$ cat config.mk
export PLATFORM = sky130hd
export DESIGN_NAME = mask_band_steering
export DESIGN_NICKNAME = d
export VERILOG_FILES = /design/src/hw/rtl/mbs_pkg.sv /design/src/hw/rtl/mbs_cfg.sv /design/src/hw/rtl/mbs_ctrl.sv /design/src/hw/rtl/mbs_datapath.sv /design/src/hw/rtl/mask_band_steering.sv
export SDC_FILE = /design/constraint.sdc
export NUM_CORES = 1
export LEC_CHECK = 0
export BUFFER_PORTS_ARGS = -buffer_cell sky130_fd_sc_hd__buf_2
export CORE_MARGIN = 3
export CORE_UTILIZATION = 60
export DETAILED_ROUTE_END_ITERATION = 10
export GPL_TIMING_DRIVEN = 0
export HOLD_SLACK_MARGIN = 0.02
export PLACE_DENSITY = 0.86
export SLEW_MARGIN = 20
export SYNTH_ARGS = -nofsm -noshare
export SYNTH_HDL_FRONTEND = slang
export SYNTH_SLANG_ARGS = --single-unit
$ cat constraint.sdc
create_clock -name clk_i -period 16.9 [get_ports clk_i]
set_input_delay 3.38 -clock clk_i [delete_from_list [all_inputs] [get_ports clk_i]]
set_output_delay 3.38 -clock clk_i [all_outputs]
set_load 0.02 [all_outputs]
$ cat src/hw/rtl/mbs_pkg.sv
package mbs_pkg;

  // Configuration register file
  localparam int CFG_W  = 11;
  localparam int APB_AW = 4;
  localparam int APB_DW = 32;

  localparam logic [1:0] REG_FRAME_WIDTH  = 2'd0;
  localparam logic [1:0] REG_FRAME_HEIGHT = 2'd1;
  localparam logic [1:0] REG_BAND_ROWS    = 2'd2;

  // Result fields
  localparam int STEER_W = 2;
  localparam int MEAN_W  = 10;
  localparam int ROWS_W  = 11;

  localparam int IN_TDATA_W  = 8;
  localparam int OUT_TDATA_W = 24;

  localparam logic [STEER_W-1:0] STEER_FORWARD = 2'd0;
  localparam logic [STEER_W-1:0] STEER_LEFT    = 2'd1;
  localparam logic [STEER_W-1:0] STEER_RIGHT   = 2'd2;

  typedef struct packed {
    logic [CFG_W-1:0] frame_width;
    logic [CFG_W-1:0] frame_height;
    logic [CFG_W-1:0] band_rows;
  } cfg_t;

  typedef struct packed {
    logic pix_take;
    logic div_step;
    logic out_load;
  } ctrl_cmd_t;

  typedef struct packed {
    logic frame_end;
    logic div_last;
    logic out_busy;
  } dp_status_t;

endpackage

$ cat src/hw/rtl/mbs_cfg.sv
module mbs_cfg (
  input  logic                          clk_i,
  input  logic                          rst_ni,
  input  logic                          psel,
  input  logic                          penable,
  input  logic                          pwrite,
  input  logic [mbs_pkg::APB_AW-1:0]    paddr,
  input  logic [mbs_pkg::APB_DW-1:0]    pwdata,
  output logic [mbs_pkg::APB_DW-1:0]    prdata,
  output logic                          pready,
  output mbs_pkg::cfg_t                 cfg_o
);

  logic [mbs_pkg::CFG_W-1:0] width_q, height_q, band_q;
  logic [1:0]                idx;
  logic                      wr_en;

  assign idx    = paddr[3:2];
  assign wr_en  = psel && penable && pwrite;
  assign pready = 1'b1;

  always_ff @(posedge clk_i or negedge rst_ni) begin
    if (!rst_ni) begin
      width_q  <= mbs_pkg::CFG_W'(320);
      height_q <= mbs_pkg::CFG_W'(180);
      band_q   <= mbs_pkg::CFG_W'(70);
    end else if (wr_en) begin
      case (idx)
        mbs_pkg::REG_FRAME_WIDTH:  width_q  <= pwdata[mbs_pkg::CFG_W-1:0];
        mbs_pkg::REG_FRAME_HEIGHT: height_q <= pwdata[mbs_pkg::CFG_W-1:0];
        mbs_pkg::REG_BAND_ROWS:    band_q   <= pwdata[mbs_pkg::CFG_W-1:0];
        default: ;
      endcase
    end
  end

  always_comb begin
    case (idx)
      mbs_pkg::REG_FRAME_WIDTH:  prdata = mbs_pkg::APB_DW'(width_q);
      mbs_pkg::REG_FRAME_HEIGHT: prdata = mbs_pkg::APB_DW'(height_q);
      mbs_pkg::REG_BAND_ROWS:    prdata = mbs_pkg::APB_DW'(band_q);
      default:                   prdata = '0;
    endcase
  end

  assign cfg_o.frame_width  = width_q;
  assign cfg_o.frame_height = height_q;
  assign cfg_o.band_rows    = band_q;

endmodule

$ cat src/hw/rtl/mbs_ctrl.sv
module mbs_ctrl (
  input  logic                   clk_i,
  input  logic                   rst_ni,
  input  logic                   in_valid_i,
  output logic                   in_ready_o,
  input  mbs_pkg::dp_status_t    status_i,
  output mbs_pkg::ctrl_cmd_t     cmd_o
);

  typedef enum logic [2:0] {
    ST_ACCUM = 3'b001,
    ST_DIV   = 3'b010,
    ST_LOAD  = 3'b100
  } ctrl_state_e;

  ctrl_state_e state_q, state_d;

  always_comb begin
    state_d    = state_q;
    cmd_o      = '0;
    in_ready_o = 1'b0;
    case (state_q)
      ST_ACCUM: begin
        // The last pixel of a frame waits until the previous result is gone.
        in_ready_o     = !(status_i.frame_end && status_i.out_busy);
        cmd_o.pix_take = in_valid_i && in_ready_o;
        if (cmd_o.pix_take && status_i.frame_end) begin
          state_d = ST_DIV;
        end
      end
      ST_DIV: begin
        cmd_o.div_step = 1'b1;
        if (status_i.div_last) begin
          state_d = ST_LOAD;
        end
      end
      ST_LOAD: begin
        cmd_o.out_load = 1'b1;
        state_d        = ST_ACCUM;
      end
      default: begin
        state_d = ST_ACCUM;
      end
    endcase
  end

  always_ff @(posedge clk_i or negedge rst_ni) begin
    if (!rst_ni) begin
      state_q <= ST_ACCUM;
    end else begin
      state_q <= state_d;
    end
  end

endmodule

$ cat src/hw/rtl/mbs_datapath.sv
module mbs_datapath #(
  parameter int MAX_WIDTH  = 1024,
  parameter int MAX_HEIGHT = 1024,
  parameter int MIN_ROWS   = 5
) (
  input  logic                           clk_i,
  input  logic                           rst_ni,
  input  mbs_pkg::cfg_t                  cfg_i,
  input  logic                           pixel_white_i,
  input  mbs_pkg::ctrl_cmd_t             cmd_i,
  output mbs_pkg::dp_status_t            status_o,
  input  logic                           out_ready_i,
  output logic                           out_valid_o,
  output logic [mbs_pkg::STEER_W-1:0]    steer_o,
  output logic [mbs_pkg::MEAN_W-1:0]     mean_column_o,
  output logic [mbs_pkg::ROWS_W-1:0]     rows_accepted_o
);

  localparam int COL_W  = $clog2(MAX_WIDTH);
  localparam int WD_W   = COL_W + 1;
  localparam int ROW_W  = $clog2(MAX_HEIGHT);
  localparam int HT_W   = ROW_W + 1;
  localparam int SUM_W  = COL_W + 1 + ROW_W;
  localparam int DVD_W  = SUM_W - 1;
  localparam int DCNT_W = $clog2(DVD_W);
  localparam int WX_W   = (WD_W > mbs_pkg::CFG_W) ? WD_W : mbs_pkg::CFG_W;
  localparam int HX_W   = (HT_W > mbs_pkg::CFG_W) ? HT_W : mbs_pkg::CFG_W;
  localparam int BS_W   = HX_W + 1;

  // Frame scan state
  logic [COL_W-1:0]  col_q, first_q, last_q;
  logic [ROW_W-1:0]  row_q, acc_q;
  logic              has_q;
  logic [SUM_W-1:0]  sum_q;

  // Divider and result state
  logic [DVD_W-1:0]  dvd_q;
  logic [ROW_W-1:0]  rem_q, divr_q;
  logic [DCNT_W-1:0] dcnt_q;
  logic              enough_q;
  logic              out_valid_q;
  logic [mbs_pkg::STEER_W-1:0] steer_q;
  logic [mbs_pkg::MEAN_W-1:0]  mean_q;
  logic [mbs_pkg::ROWS_W-1:0]  rows_q;

  logic [WX_W-1:0]   w_x;
  logic [HX_W-1:0]   h_x;
  logic [WD_W-1:0]   w, wm1, lim4;
  logic [HT_W-1:0]   h, hm1;
  logic              col_end, row_end;
  logic signed [BS_W-1:0] lim_s, row_s;
  logic              in_band, row_ok;
  logic [COL_W-1:0]  first_cur, last_cur, diff;
  logic              has_cur;
  logic [COL_W:0]    pair;
  logic [SUM_W-1:0]  sum_next;
  logic [ROW_W-1:0]  acc_next;
  logic              enough_next;
  logic [ROW_W:0]    trial;
  logic              ge;
  logic [COL_W-1:0]  q;
  logic [COL_W+1:0]  m3;
  logic              go_right, go_left;
  logic [mbs_pkg::STEER_W-1:0] steer_new;

  always_comb begin
    w_x = WX_W'(cfg_i.frame_width);
    if (w_x == '0) begin
      w_x = WX_W'(1);
    end else if (w_x > WX_W'(MAX_WIDTH)) begin
      w_x = WX_W'(MAX_WIDTH);
    end
    h_x = HX_W'(cfg_i.frame_height);
    if (h_x == '0) begin
      h_x = HX_W'(1);
    end else if (h_x > HX_W'(MAX_HEIGHT)) begin
      h_x = HX_W'(MAX_HEIGHT);
    end
  end

  assign w       = w_x[WD_W-1:0];
  assign h       = h_x[HT_W-1:0];
  assign wm1     = w - 1'b1;
  assign hm1     = h - 1'b1;
  assign col_end = {1'b0, col_q} >= wm1;
  assign row_end = {1'b0, row_q} >= hm1;

  // A row is in the band when its index lies above height minus band rows and is not row 0.
  assign lim_s   = $signed(BS_W'(h)) - $signed(BS_W'(cfg_i.band_rows));
  assign row_s   = $signed(BS_W'(row_q));
  assign in_band = (row_s > lim_s) && (row_q != '0);

  assign has_cur   = has_q || pixel_white_i;
  assign first_cur = (pixel_white_i && !has_q) ? col_q : first_q;
  assign last_cur  = pixel_white_i ? col_q : last_q;
  assign diff      = last_cur - first_cur;
  // last - first - 2 < w/4 rewritten without a negative intermediate.
  assign lim4      = (w >> 2) + WD_W'(2);
  assign row_ok    = col_end && in_band && has_cur && ({1'b0, diff} < lim4) &&
                     (last_cur >= COL_W'(2));

  assign pair        = {1'b0, first_cur} + {1'b0, last_cur};
  assign sum_next    = sum_q + (row_ok ? SUM_W'(pair) : '0);
  assign acc_next    = acc_q + ROW_W'(row_ok);
  assign enough_next = 32'(acc_next) > 32'(MIN_ROWS);

  // Restoring divider, one quotient bit per step.
  assign trial = {rem_q, dvd_q[DVD_W-1]};
  assign ge    = trial >= {1'b0, divr_q};

  // mean > floor(2w/3) is 3*mean > 2w; mean < floor(w/3) is 3*mean + 3 <= w.
  assign q        = dvd_q[COL_W-1:0];
  assign m3       = ({2'b00, q} << 1) + {2'b00, q};
  assign go_right = {w, 1'b0} < m3;
  assign go_left  = ((COL_W+3)'(m3) + (COL_W+3)'(3)) <= (COL_W+3)'(w);

  always_comb begin
    if (!enough_q || go_left) begin
      steer_new = mbs_pkg::STEER_LEFT;
    end else if (go_right) begin
      steer_new = mbs_pkg::STEER_RIGHT;
    end else begin
      steer_new = mbs_pkg::STEER_FORWARD;
    end
  end

  always_ff @(posedge clk_i or negedge rst_ni) begin
    if (!rst_ni) begin
      col_q   <= '0;
      row_q   <= '0;
      first_q <= '0;
      last_q  <= '0;
      has_q   <= 1'b0;
      sum_q   <= '0;
      acc_q   <= '0;
    end else if (cmd_i.pix_take) begin
      if (col_end) begin
        col_q   <= '0;
        first_q <= '0;
        last_q  <= '0;
        has_q   <= 1'b0;
        if (row_end) begin
          row_q <= '0;
          sum_q <= '0;
          acc_q <= '0;
        end else begin
          row_q <= row_q + 1'b1;
          sum_q <= sum_next;
          acc_q <= acc_next;
        end
      end else begin
        col_q   <= col_q + 1'b1;
        first_q <= first_cur;
        last_q  <= last_cur;
        has_q   <= has_cur;
      end
    end
  end

  always_ff @(posedge clk_i) begin
    if (cmd_i.pix_take && col_end && row_end) begin
      dvd_q    <= sum_next[SUM_W-1:1];
      divr_q   <= acc_next;
      rem_q    <= '0;
      dcnt_q   <= DCNT_W'(DVD_W - 1);
      enough_q <= enough_next;
    end else if (cmd_i.div_step) begin
      rem_q  <= ge ? ROW_W'(trial - {1'b0, divr_q}) : trial[ROW_W-1:0];
      dvd_q  <= {dvd_q[DVD_W-2:0], ge};
      dcnt_q <= dcnt_q - 1'b1;
    end
  end

  always_ff @(posedge clk_i or negedge rst_ni) begin
    if (!rst_ni) begin
      out_valid_q <= 1'b0;
    end else if (cmd_i.out_load) begin
      out_valid_q <= 1'b1;
    end else if (out_ready_i) begin
      out_valid_q <= 1'b0;
    end
  end

  always_ff @(posedge clk_i) begin
    if (cmd_i.out_load) begin
      steer_q <= steer_new;
      mean_q  <= enough_q ? mbs_pkg::MEAN_W'(q) : '0;
      rows_q  <= mbs_pkg::ROWS_W'(divr_q);
    end
  end

  assign status_o.frame_end = col_end && row_end;
  assign status_o.div_last  = (dcnt_q == '0);
  assign status_o.out_busy  = out_valid_q;

  assign out_valid_o     = out_valid_q;
  assign steer_o         = steer_q;
  assign mean_column_o   = mean_q;
  assign rows_accepted_o = rows_q;

endmodule

$ cat src/hw/rtl/mask_band_steering.sv
// Channel   Dir  Word                                   Handshake
// s_axis    in   tdata[0] pixel_white, raster order     tvalid/tready
// m_axis    out  steer, mean_column, rows_accepted      tvalid/tready
// apb       in   frame_width, frame_height, band_rows   psel/penable, pready=1
//
// One pixel is taken per cycle while a frame is scanned.
// After the last pixel of a frame the input stalls for the restoring divider,
// one quotient bit per cycle, and while the result register is loaded.
// The last pixel of a frame is held off while the previous result is not taken.
// Reset returns the registers to 320 x 180 with a 70-row band and starts a frame.
module mask_band_steering #(
  parameter int MAX_WIDTH  = 1024,
  parameter int MAX_HEIGHT = 1024,
  parameter int MIN_ROWS   = 5
) (
  input  logic                              clk_i,
  input  logic                              rst_ni,
  input  logic                              s_axis_tvalid,
  output logic                              s_axis_tready,
  // [0] pixel_white, [7:1] zero
  input  logic [mbs_pkg::IN_TDATA_W-1:0]    s_axis_tdata,
  output logic                              m_axis_tvalid,
  input  logic                              m_axis_tready,
  // [1:0] steer, [11:2] mean_column, [22:12] rows_accepted, [23] zero
  output logic [mbs_pkg::OUT_TDATA_W-1:0]   m_axis_tdata,
  input  logic                              psel,
  input  logic                              penable,
  input  logic                              pwrite,
  input  logic [mbs_pkg::APB_AW-1:0]        paddr,
  input  logic [mbs_pkg::APB_DW-1:0]        pwdata,
  output logic [mbs_pkg::APB_DW-1:0]        prdata,
  output logic                              pready
);

  mbs_pkg::cfg_t       cfg;
  mbs_pkg::ctrl_cmd_t  cmd;
  mbs_pkg::dp_status_t status;
  logic [mbs_pkg::STEER_W-1:0] steer;
  logic [mbs_pkg::MEAN_W-1:0]  mean_column;
  logic [mbs_pkg::ROWS_W-1:0]  rows_accepted;

  mbs_cfg u_cfg (
    .clk_i   (clk_i),
    .rst_ni  (rst_ni),
    .psel    (psel),
    .penable (penable),
    .pwrite  (pwrite),
    .paddr   (paddr),
    .pwdata  (pwdata),
    .prdata  (prdata),
    .pready  (pready),
    .cfg_o   (cfg)
  );

  mbs_ctrl u_ctrl (
    .clk_i      (clk_i),
    .rst_ni     (rst_ni),
    .in_valid_i (s_axis_tvalid),
    .in_ready_o (s_axis_tready),
    .status_i   (status),
    .cmd_o      (cmd)
  );

  mbs_datapath #(
    .MAX_WIDTH  (MAX_WIDTH),
    .MAX_HEIGHT (MAX_HEIGHT),
    .MIN_ROWS   (MIN_ROWS)
  ) u_dp (
    .clk_i           (clk_i),
    .rst_ni          (rst_ni),
    .cfg_i           (cfg),
    .pixel_white_i   (s_axis_tdata[0]),
    .cmd_i           (cmd),
    .status_o        (status),
    .out_ready_i     (m_axis_tready),
    .out_valid_o     (m_axis_tvalid),
    .steer_o         (steer),
    .mean_column_o   (mean_column),
    .rows_accepted_o (rows_accepted)
  );

  assign m_axis_tdata = {1'b0, rows_accepted, mean_column, steer};

endmodule

==> results of run 1 <==
==> metrics by stage <==
stage / area (um^2) / instances / hold WS (ns) / utilization, %
2_1_floorplan: 13150 / 1472 / 0.4264 / -
3_3_place_gp: 13770 / 1801 / 0.4338 / 64.87
6_report: 14440 / 1836 / 0.4524 / 68.04
3_5_place_dp: 13820 / 1804 / 0.4352 / 65.14
5_1_grt: 14440 / 1836 / 0.4625 / 68.04
4_1_cts: 14440 / 1836 / 0.4560 / 68.04
==> cell usage in the layout, fill, tap and decap left out, drive strengths merged, types with 7 or more instances in the layout <==
cell type,netlist,final
mux2i,26,26
edfxtp,53,53
o31ai,30,30
nor3b,7,7
buf,31,88
nor2,82,82
dfxtp,15,15
nor2b,21,21
nand3,57,57
dfstp,10,10
o311ai,7,7
nor3,33,33
nand4,18,18
o21bai,9,9
o21ai,109,109
nand2,160,160
dfrtp,99,99
ha,134,134
xor2,28,28
conb,2,25
a21o,22,22
clkinv,0,9
a21oi,69,69
o21a,10,10
or3,8,8
o22ai,7,7
xnor2,65,65
a31oi,12,12
o41ai,7,7
nor4,15,15
clkbuf,52,70
and3,13,13
mux2,36,36
a211oi,8,8
and2,13,13
inv,105,109
==> area by class of cell <==
cell class	count	area share [%]
multi-input combinational	1107	53.49
clock buffer	18	3.042
inverter	105	2.730
tap	275	2.383
timing repair buffer	57	2.236
sequential	177	32.08
buffer	83	2.825
clock inverter	14	1.213
==> metal layers <==
metal  GRT usage, %  up-vias  wire length [um]
met1          38.22     5302             13840
met3          4.053       95              2873
li1               -     5342                 -
met2          45.94      517             15590
met4          10.13        0               975
met5              0        -                 0
==> Yosys cell counts (all sizes together) (21+ instances only) <==
cell type,count,area (um^2)
clkbuf,52,195.2
nor2b,21,131.4
nor2,82,307.8
a21oi,69,345.3
nand3,57,285.3
ha,134,1677
edfxtp,53,1592
nor3,33,175.2
dfrtp,99,2477
mux2i,26,260.3
buf,31,211.5
xnor2,65,569.3
a21o,22,165.2
xor2,28,245.2
nand2,160,600.6
o21ai,109,549.3
o31ai,30,239.0
mux2,36,405.4
inv,105,394.1
==> power by group through the flow <==
stage | sequential [uW] | clock [uW] | combinational [uW]
final | 539 | 407 | 725
after global routing | 544 | 429 | 810
after CTS | 536 | 411 | 716
after detailed placement | 545 | 0 | 706
after global placement | 541 | 0 | 680
after floorplan | 526 | 0 | 537
==> how the worst max path moves through the flow <==
stage / start / to / slack, ns / depth (start not counted)
after floorplan: s_axis_tdata[0] / u_dp.sum_q[20]$_DFFE_PN0P_ / 7.88 / 32
after global placement: s_axis_tdata[0] / u_dp.sum_q[20]$_DFFE_PN0P_ / 6.09 / 33
after detailed placement: s_axis_tdata[0] / u_dp.dvd_q[19]$_DFFE_PP_ / 5.91 / 33
after CTS: s_axis_tdata[0] / u_dp.dvd_q[19]$_DFFE_PP_ / 6.32 / 33
after global routing: s_axis_tdata[0] / u_dp.dvd_q[19]$_DFFE_PP_ / 5.53 / 33
final: s_axis_tdata[0] / u_dp.dvd_q[19]$_DFFE_PP_ / 6.30 / 33
==> cells by family after synthesis <==
logic type / synth area share [%]
buf+inv: 6.129
compound gates: 16.51
xor+xnor: 6.235
flops: 35.45
simple gates: 16.77
mux: 5.095
other cells: 0.05748
fa+ha+maj: 13.75
==> flip-flops by register name (all words and copies together), names as in the netlist, 10 cells and up <==
name                  cells
u_cfg.width_q            11
u_dp.sum_q               21
u_dp.divr_q              10
u_dp.last_q              10
u_cfg.height_q           11
u_dp.row_q               10
u_dp.col_q               10
u_dp.rem_q               10
u_dp.dvd_q               20
u_cfg.band_q             11
u_dp.acc_q               10
u_dp.first_q             10
u_dp.mean_column_o       10
u_dp.rows_accepted_o     10
==> metrics.csv, run 1 <==
stage,metric,value,unit
status,status,finished clean,
final_layout,n_fill_cell,1611,
detailed_routing,drt_iter0_markers,1149,
final_layout,nNetsFinal,1739,
sta,slew_viol_final,0,
floorplan,rows,53,
worst_hold_path,holdPathStages,0,
worst_hold_path,hold_path_class,register to register,
floorplan,die_x,153.6,um
synth,yosysUniqueCellTypes,77,
global_routing,antenna_found_initial,0,
sta,fin_skew,0.01699,ns
floorplan,core,21220,um^2
worst_setup_path,crit_path_max_incr_delay,0.78,ns
final_layout,synthToLayoutAreaGrowth,10.51,%
worst_setup_path,critPathMaxFanout,10,
synth,synth_seq_cells,177,
worst_setup_path,worstSetupStartpointType,input pin,
sta,slew_headroom,18.37,%
cts,cts_buffers,17,
cts,clk_latency,0.45,ns
global_routing,grt_pass1_wl,54.12,mm
cts,clock_path_buffers,2,
sta,hold_violations,0,
global_routing,grt_overflow,0,
synth,async_flop_share,61.58,%
sta,tightestPinTransition,1.214,ns
worst_setup_path,r2r_start,u_cfg.height_q[5]$_DFFE_PN1P_,
cts,clkTransAtPathRegs,0.07,ns
floorplan,die_y,153.6,um
synth,synth_enable_flop_cells,53,
worst_setup_path,cp.arrival,10.78,ns
cts,ctsResizeCount,0,
worst_hold_path,hp-start,u_dp.divr_q[2]$_DFFE_PP_,
synth,ys_seq_area_share,35.45,%
place,pre_cts_ws,5.913,ns
floorplan,io_pins,110,
synth,syn_inst,1449,
worst_setup_path,path_delay_family,compound AO/OA/AOI/OAI gates,
synth,synth_area,13070,um^2
sta,fmax,94.35,MHz
global_routing,grt_usage,28.05,%
synth,synth.avg_cell_area,9.017,um^2
worst_setup_path,path_buf_inv,4,
detailed_routing,firstDrtPassIters,7,
sta,finalCriticalPeriod,10.60,ns
power,leakagePower,0.006684,uW
sta,fin_ws,6.301,ns
detailed_routing,route.vias.total,11260,
power,power.density,115.7,nW/um^2
power,switching_power,679.1,uW
detailed_routing,route.detailed.drc,0,
synth,ys_warn_count,0,
power,power_frac_seq,32.3,%
final_layout,drive_gt1_share,11.85,%
sta,final.setup.tns,0,ns
worst_setup_path,end_kind,register,
job,drv_cap,0,
worst_setup_path,slowest_stage,o41ai_2,
worst_setup_path,critPathMostFrequentCell,a21oi_1,
power,finalPower,1671,uW
worst_hold_path,whs_endpoint,u_dp.rows_accepted_o[2]$_DFFE_PP_,
power,power_frac_comb,43.4,%
worst_setup_path,r2r_setup_slack,8.95,ns
detailed_routing,postRouteAntennaNets,0,
cts,cts.sinks,177,
place,gp_congestion,0.9778,
sta,rsz0062_at_grt,false,
cts,cts_root_buffer,clkbuf_16,
worst_setup_path,setup.worst_path.class,input pin to register,
power,vdd_drop_max,105.2,uV
sta,setup_viol,0,
cts,holdBufCountCts,0,
floorplan,die-area,23580,um^2
sta,fin_crit_sh,62.71,%
global_routing,grt_max_degree,65,
detailed_routing,wire_per_inst,18.12,um
power,pwr-share-clk,24.3,%
cts,cts_max_level,4,
floorplan,start_util,61.57,%
final_layout,multi_input_area,7724,um^2
worst_setup_path,required,17.08,ns
final_layout,diodes,0,
final_layout,ff_latch_area,4632,um^2
power,p_int,991.4,uW
worst_setup_path,rr_worst_depth,33,
place,port_buffers,54,
global_routing,grt_pass1_vias,10840,
cts,postCtsSetupRepairBufs,0,
detailed_routing,via_per_inst,6.131,
cts,cts_tree,done,
place,dp_hpwl,24.97,mm
worst_setup_path,r2r-end,u_dp.dvd_q[19]$_DFFE_PP_,
power,swShare,40.65,%
detailed_routing,routed_wl,33.28,mm
synth,synthFlopType,dfrtp_1,
Power figures use the tool's default switching activity.
==> run 2: changes to the inputs <==
--- a/config.mk
+++ b/config.mk
@@ -7,11 +7,11 @@
 export LEC_CHECK = 0
 export BUFFER_PORTS_ARGS = -buffer_cell sky130_fd_sc_hd__buf_2
 export CORE_MARGIN = 3
-export CORE_UTILIZATION = 60
+export CORE_UTILIZATION = 56
 export DETAILED_ROUTE_END_ITERATION = 10
 export GPL_TIMING_DRIVEN = 0
 export HOLD_SLACK_MARGIN = 0.02
-export PLACE_DENSITY = 0.86
+export PLACE_DENSITY = 0.84
 export SLEW_MARGIN = 20
 export SYNTH_ARGS = -nofsm -noshare
 export SYNTH_HDL_FRONTEND = slang
==> constraint.sdc (replaced) <==
create_clock -name clk_i -period 9.75 [get_ports clk_i]
set_input_delay 1.95 -clock clk_i [delete_from_list [all_inputs] [get_ports clk_i]]
set_output_delay 1.95 -clock clk_i [all_outputs]
set_load 0.02 [all_outputs]
==> run 2 against run 1 <==
  * Sequential power is 73% higher
  * Clock skew is 0.0039 ns lower
  * Global-route usage fell by 1.7 points
  * Cell count rose by 2.1%
==> metrics.csv, run 2 (same netlist as run 1, synthesis figures left out) <==
stage,metric,value,unit,change
status,status,finished clean,,
sta,final.setup.tns,0,ns,unchanged
sta,fin_skew,0.01313,ns,-0.003858 ns
sta,fmax,110.4,MHz,
worst_setup_path,r2r_start,u_cfg.height_q[5]$_DFFE_PN1P_,,
worst_setup_path,r2r_setup_slack,1.82,ns,-7.13 ns
detailed_routing,via_per_inst,6.056,,-1.2%
worst_setup_path,setup.worst_path.class,input pin to register,,
place,port_buffers,54,,unchanged
cts,cts.sinks,177,,unchanged
cts,cts_buffers,17,,unchanged
sta,hold_violations,0,,unchanged
sta,rsz0062_at_grt,false,,
final_layout,synthToLayoutAreaGrowth,11.15,%,
floorplan,die_x,158.7,um,+3.4%
worst_setup_path,slowest_stage,o21ai_0,,
global_routing,grt-busiest-layer,met2,,
worst_setup_path,critPathMaxFanout,10,,unchanged
detailed_routing,route.detailed.drc,0,,unchanged
worst_setup_path,required,9.93,ns,-7.15 ns
sta,tightestPinTransition,1.109,ns,-0.1058 ns
cts,cts_root_buffer,clkbuf_16,,
worst_setup_path,end_kind,register,,
place,place_inst,1842,,+2.1%
floorplan,die_y,158.7,um,+3.4%
global_routing,grt_max_degree,60,,-7.7%
place,gp_congestion,0.9555,,-2.3%
place,placed_cell_area,13870,um^2,+0.34%
sta,finalCriticalPeriod,9.057,ns,
global_routing,grtUsageMet2,44.32,%,-1.6 points
worst_hold_path,holdPathStages,0,,unchanged
global_routing,met3_usage,5.035,%,+0.98 points
floorplan,io_pins,110,,unchanged
cts,ctsResizeCount,0,,unchanged
global_routing,grt_pass1_wl,54.72,mm,+1.1%
cts,clock_path_buffers,2,,unchanged
worst_setup_path,r2r-end,u_dp.dvd_q[18]$_DFFE_PP_,,
sta,fin_crit_sh,92.89,%,
floorplan,core,22780,um^2,+7.3%
job,drv_cap,0,,unchanged
sta,setup_viol,0,,unchanged
worst_hold_path,whs_endpoint,u_dp.rows_accepted_o[5]$_DFFE_PP_,,
power,vdd_drop_max,173.3,uV,+65%
final_layout,final_common_cell,nand2_1,,
global_routing,grt_overflow,0,,unchanged
worst_hold_path,hold_path_class,register to register,,
detailed_routing,routed_wl,33.91,mm,+1.9%
sta,slew_headroom,26.09,%,+7.7 points
global_routing,grt_usage,26.31,%,-1.7 points
cts,holdBufCountCts,0,,unchanged
final_layout,stdcell_count,1875,,+2.1%
final_layout,final_util,63.75,%,-4.3 points
final_layout,regMostFlops,u_dp.sum_q,,
sta,slew_viol_final,0,,unchanged
cts,postCtsSetupRepairBufs,0,,unchanged
worst_hold_path,hp-start,u_dp.divr_q[5]$_DFFE_PP_,,
global_routing,met1_usage,33.44,%,-4.8 points
final_layout,fin_area,14520,um^2,+0.57%
cts,cts_max_level,4,,unchanged
worst_setup_path,cp.arrival,9.23,ns,-1.55 ns
worst_setup_path,critPathMostFrequentCell,a21oi_1,,
power,power.density,202.9,nW/um^2,+75%
worst_setup_path,worstSetupStartpointType,input pin,,
final_layout,final_cell_mix,"nand2_1, ha_1, inv_1, dfrtp_1, o21ai_0",,
detailed_routing,route.vias.total,11360,,+0.88%
cts,clkTransAtPathRegs,0.07,ns,about the same
detailed_routing,drt_iter0_markers,1124,,-2.2%
detailed_routing,firstDrtPassIters,6,,-1
place,dp_hpwl,25.26,mm,+1.2%
detailed_routing,wire_per_inst,18.09,um,-0.21%
global_routing,grt_pass1_vias,11110,,+2.5%
final_layout,reg_top3,"u_dp.sum_q: 21 flops, u_dp.dvd_q: 20 flops",,
sta,timing.hold.ws,0.4627,ns,+0.01030 ns
worst_setup_path,rr_worst_depth,33,,unchanged
floorplan,rows,55,,+3.8%
worst_setup_path,crit_path_max_incr_delay,0.56,ns,-0.22 ns
power,leakagePower,0.006721,uW,+0.55%
cts,clk_latency,0.45,ns,about the same
global_routing,antenna_found_initial,0,,unchanged
final_layout,nNetsFinal,1739,,unchanged
final_layout,drive_gt1_share,11.92,%,+0.064 points
cts,cts_tree,done,,
floorplan,start_util,57.36,%,-4.2 points
final_layout,largest_reg_flops,21,,unchanged
detailed_routing,postRouteAntennaNets,0,,unchanged
floorplan,die-area,25200,um^2,+6.9%
[run 2: final cells by class]
cell class / instances / area (um^2)
clock buffers: 19 / 452.9
fillers: 1805 / 8257
flip-flops and latches: 177 / 4632
well taps: 313 / 391.6
plain buffers: 83 / 407.9
inverters: 105 / 394.1
repair buffers: 57 / 322.8
diodes: 1 / 2.502
clock inverters: 13 / 167.7
multi-input cells: 1107 / 7750
[run 2: power by group]
part	total (uW)	switching, uW	internal (uW)
logic	1270	768	507
registers	933	91.3	842
clock network	738	336	403
total	2950	1190	1750
[run 2: through the flow]
| step | worst slack, ns | power [uW] |
|---|---|---|
| final | 0.6932 | 2946 |
| after global routing | 0.1107 | 3128 |
| after CTS | 0.5440 | 2918 |
| after detailed placement | 0.1464 | 2176 |
| after global placement | 0.3277 | 2118 |
| after floorplan | 2.163 | 1842 |
[run 2: worst max-delay path by stage]
stage / start / end / slack [ns]
finish: s_axis_tdata[0] / u_dp.dvd_q[18]$_DFFE_PP_ / 0.69
global route: s_axis_tdata[0] / u_dp.dvd_q[18]$_DFFE_PP_ / 0.11
CTS: s_axis_tdata[0] / u_dp.sum_q[20]$_DFFE_PN0P_ / 0.54
detailed placement: s_axis_tdata[0] / u_dp.dvd_q[19]$_DFFE_PP_ / 0.15
global placement: s_axis_tdata[0] / u_dp.dvd_q[19]$_DFFE_PP_ / 0.33
floorplan: s_axis_tdata[0] / u_dp.sum_q[20]$_DFFE_PN0P_ / 2.16
[run 2: worst max-delay path, delay by kind of cell]
family                     cells  cell delay [ns]
AOI/OAI and AO/OA             17             3.48
buffers and inverters          5             1.32
and+or+nand+nor                6             1.16
adders and majority gates      3             0.90
xor gates and xnor gates       2             0.40
[run 2: metal layers]
metal / part of all wire [%] / routed length, um
met5: 0 / 0
met4: 3.4 / 1149
met3: 8.6 / 2907
met2: 48 / 16210
met1: 40 / 13650
==> run 3: changes to the inputs <==
--- a/config.mk
+++ b/config.mk
@@ -5,11 +5,10 @@
 export SDC_FILE = /design/constraint.sdc
 export NUM_CORES = 1
 export LEC_CHECK = 0
-export BUFFER_PORTS_ARGS = -buffer_cell sky130_fd_sc_hd__buf_2
 export CORE_MARGIN = 3
-export CORE_UTILIZATION = 56
+export CORE_UTILIZATION = 59
 export DETAILED_ROUTE_END_ITERATION = 10
-export GPL_TIMING_DRIVEN = 0
+export DONT_BUFFER_PORTS = 1
 export HOLD_SLACK_MARGIN = 0.02
 export PLACE_DENSITY = 0.84
 export SLEW_MARGIN = 20
==> run 3 against run 2 <==
  * Fmax up 8.7%
  * Via count fell by 5.6%
  * Sequential cell count unchanged
  * Critical endpoint is now u_dp.sum_q[20]$_DFFE_PN0P_
  * Largest cell class unchanged
  * Clock-buffer cell count increased by 1
  * Routed wire length down 6.1%
  * Global-route usage grew 0.27 points
  * Sequential share of layout area grew 1.7 points
  * Die area fell by 4.9%
  * Register-to-register slack better by 0.34 ns
  * Cell count is 9.0% lower
  * Total power decreased by 4.5%
==> metrics.csv, run 3 (same netlist as run 1, synthesis figures left out) <==
stage,metric,value,unit,change
worst_setup_path,cp.arrival,8.71,ns,-0.52 ns
floorplan,start_util,61.00,%,+3.6 points
worst_setup_path,r2r-end,u_dp.sum_q[20]$_DFFE_PN0P_,,
worst_hold_path,hp-start,u_dp.divr_q[7]$_DFFE_PP_,,
cts,cts_tree,done,,
sta,setup_viol,0,,unchanged
worst_setup_path,slowest_stage,o41ai_2,,
cts,clkTransAtPathRegs,0.08,ns,about the same
cts,postCtsSetupRepairBufs,0,,unchanged
global_routing,antenna_found_initial,0,,unchanged
final_layout,reg_top3,"u_dp.sum_q: 21 flops, u_dp.dvd_q: 20 flops",,
sta,hold_violations,0,,unchanged
sta,fin_crit_sh,85.49,%,-7.4 points
detailed_routing,wire_per_inst,18.65,um,+3.1%
global_routing,grt_max_degree,110,,+83%
cts,clock_path_buffers,2,,unchanged
global_routing,grt_overflow,0,,unchanged
worst_hold_path,holdPathStages,0,,unchanged
sta,fmax,120.0,MHz,+8.7%
final_layout,synthToLayoutAreaGrowth,5.430,%,
sta,tightestPinTransition,0.9633,ns,-0.1453 ns
worst_setup_path,setup.worst_path.class,input pin to register,,
global_routing,grt_usage,26.58,%,+0.27 points
final_layout,final_util,64.31,%,+0.56 points
sta,fin_skew,0.009748,ns,-0.003385 ns
worst_setup_path,critPathMaxFanout,15,,+5
global_routing,grt_pass1_vias,10490,,-5.6%
worst_setup_path,worstSetupStartpointType,input pin,,
cts,clk_latency,0.45,ns,about the same
cts,ctsResizeCount,0,,unchanged
floorplan,die_y,154.8,um,-2.5%
worst_setup_path,r2r_start,u_cfg.height_q[5]$_DFFE_PN1P_,,
job,drv_cap,0,,unchanged
worst_setup_path,path_buf_inv,3,,-2
sta,rsz0062_at_grt,false,,
final_layout,largest_reg_flops,21,,unchanged
final_layout,stdcell_count,1707,,-9.0%
cts,cts_max_level,4,,unchanged
status,status,finished clean,,
sta,final.setup.tns,0,ns,unchanged
worst_setup_path,rr_worst_depth,32,,-3.0%
detailed_routing,via_per_inst,6.281,,+3.7%
floorplan,rows,53,,-3.6%
worst_hold_path,hold_path_class,register to register,,
place,placed_cell_area,13190,um^2,-4.9%
final_layout,final_common_cell,nand2_1,,
place,place_inst,1675,,-9.1%
final_layout,nNetsFinal,1610,,-7.4%
power,power.density,204.3,nW/um^2,+0.71%
detailed_routing,postRouteAntennaNets,0,,unchanged
floorplan,die-area,23970,um^2,-4.9%
sta,slew_viol_final,0,,unchanged
final_layout,diodes,0,,-1
worst_hold_path,whs_endpoint,u_dp.rows_accepted_o[7]$_DFFE_PP_,,
final_layout,regMostFlops,u_dp.sum_q,,
place,port_buffers,0,,-100%
cts,holdBufCountCts,0,,unchanged
worst_setup_path,crit_path_max_incr_delay,0.82,ns,+0.26 ns
final_layout,fin_area,13770,um^2,-5.1%
detailed_routing,drt_iter0_markers,990,,-12%
final_layout,final_cell_mix,"nand2_1, ha_1, inv_1, dfrtp_1, o21ai_0",,
power,vdd_drop_max,99.96,uV,-42%
floorplan,die_x,154.8,um,-2.5%
cts,cts.sinks,177,,unchanged
worst_setup_path,end_kind,register,,
final_layout,drive_gt1_share,7.751,%,-4.2 points
detailed_routing,route.detailed.drc,0,,unchanged
cts,cts_buffers,17,,unchanged
worst_setup_path,critPathMostFrequentCell,a21oi_1,,
floorplan,io_pins,110,,unchanged
global_routing,grt_pass1_wl,52.01,mm,-5.0%
detailed_routing,routed_wl,31.83,mm,-6.1%
detailed_routing,firstDrtPassIters,5,,-1
worst_setup_path,required,10.12,ns,+0.19 ns
worst_setup_path,path_delay_family,compound AO/OA/AOI/OAI gates,,
cts,cts_root_buffer,clkbuf_16,,
worst_setup_path,r2r_setup_slack,2.16,ns,+0.34 ns
floorplan,core,21420,um^2,-6.0%
sta,slew_headroom,35.65,%,+9.6 points
sta,finalCriticalPeriod,8.335,ns,-0.7217 ns
place,gp_congestion,0.9355,,-2.1%
place,dp_hpwl,22.95,mm,-9.1%
detailed_routing,route.vias.total,10720,,-5.6%
power,leakagePower,0.006257,uW,-6.9%
==> run 3: cell types whose count changed in the layout (fill, tap and decap cells not counted), sizes merged <==
cell    delta
buf       -77
bufinv     -2
clkbuf    -51
clkinv     -1
diode      -1
inv        +2
==> run 3: metal layers <==
layer,wire [um],up-vias,track usage [%]
met2,15550,464,45.36
met1,13200,5116,34.75
met5,0,-,0
met3,2286,73,4.561
li1,-,5069,-
met4,795,0,8.032
==> run 3: worst max path at each step <==
stage / from / to / cells after the start
6_report: s_axis_tdata[0] / u_dp.sum_q[20]$_DFFE_PN0P_ / 32
5_1_grt: s_axis_tdata[0] / u_dp.sum_q[20]$_DFFE_PN0P_ / 32
2_1_floorplan: s_axis_tdata[0] / u_dp.sum_q[20]$_DFFE_PN0P_ / 32
3_3_place_gp: s_axis_tdata[0] / u_dp.sum_q[20]$_DFFE_PN0P_ / 32
3_5_place_dp: s_axis_tdata[0] / u_dp.sum_q[20]$_DFFE_PN0P_ / 32
4_1_cts: s_axis_tdata[0] / u_dp.sum_q[20]$_DFFE_PN0P_ / 32
==> run 3: metrics by stage <==
step,hold slack (ns),worst slack (ns),total power (uW)
after floorplan,0.4264,2.163,1842
after CTS,0.4583,1.566,2796
after detailed placement,0.4414,1.185,2115
after global routing,0.4690,0.9308,2998
final,0.4568,1.415,2814
after global placement,0.4404,1.391,2065
==> run 3: worst reg2reg max path, delay by kind of cell, from the launching register on <==
kind / cells / cell delay, ns
buf+inv: 2 / 0.27
fa+ha+maj: 5 / 1.35
flops: 1 / 0.63
xor+xnor: 1 / 0.20
simple gates: 8 / 1.27
compound gates: 16 / 3.81
==> run 3: report_power, final <==
part,switching (uW),total [uW],internal [uW]
Combinational,684,1180,491
Sequential,116,958,842
Clock,329,681,352
==> run 3: final cells by class <==
| class | instances | area (um^2) |
|---|---|---|
| fillers | 1667 | 7645 |
| inverters | 105 | 394.1 |
| well taps | 275 | 344.1 |
| clock buffers | 20 | 456.7 |
| repair buffers | 11 | 82.58 |
| flip-flops and latches | 177 | 4632 |
| clock inverters | 12 | 117.6 |
| multi-input cells | 1107 | 7747 |
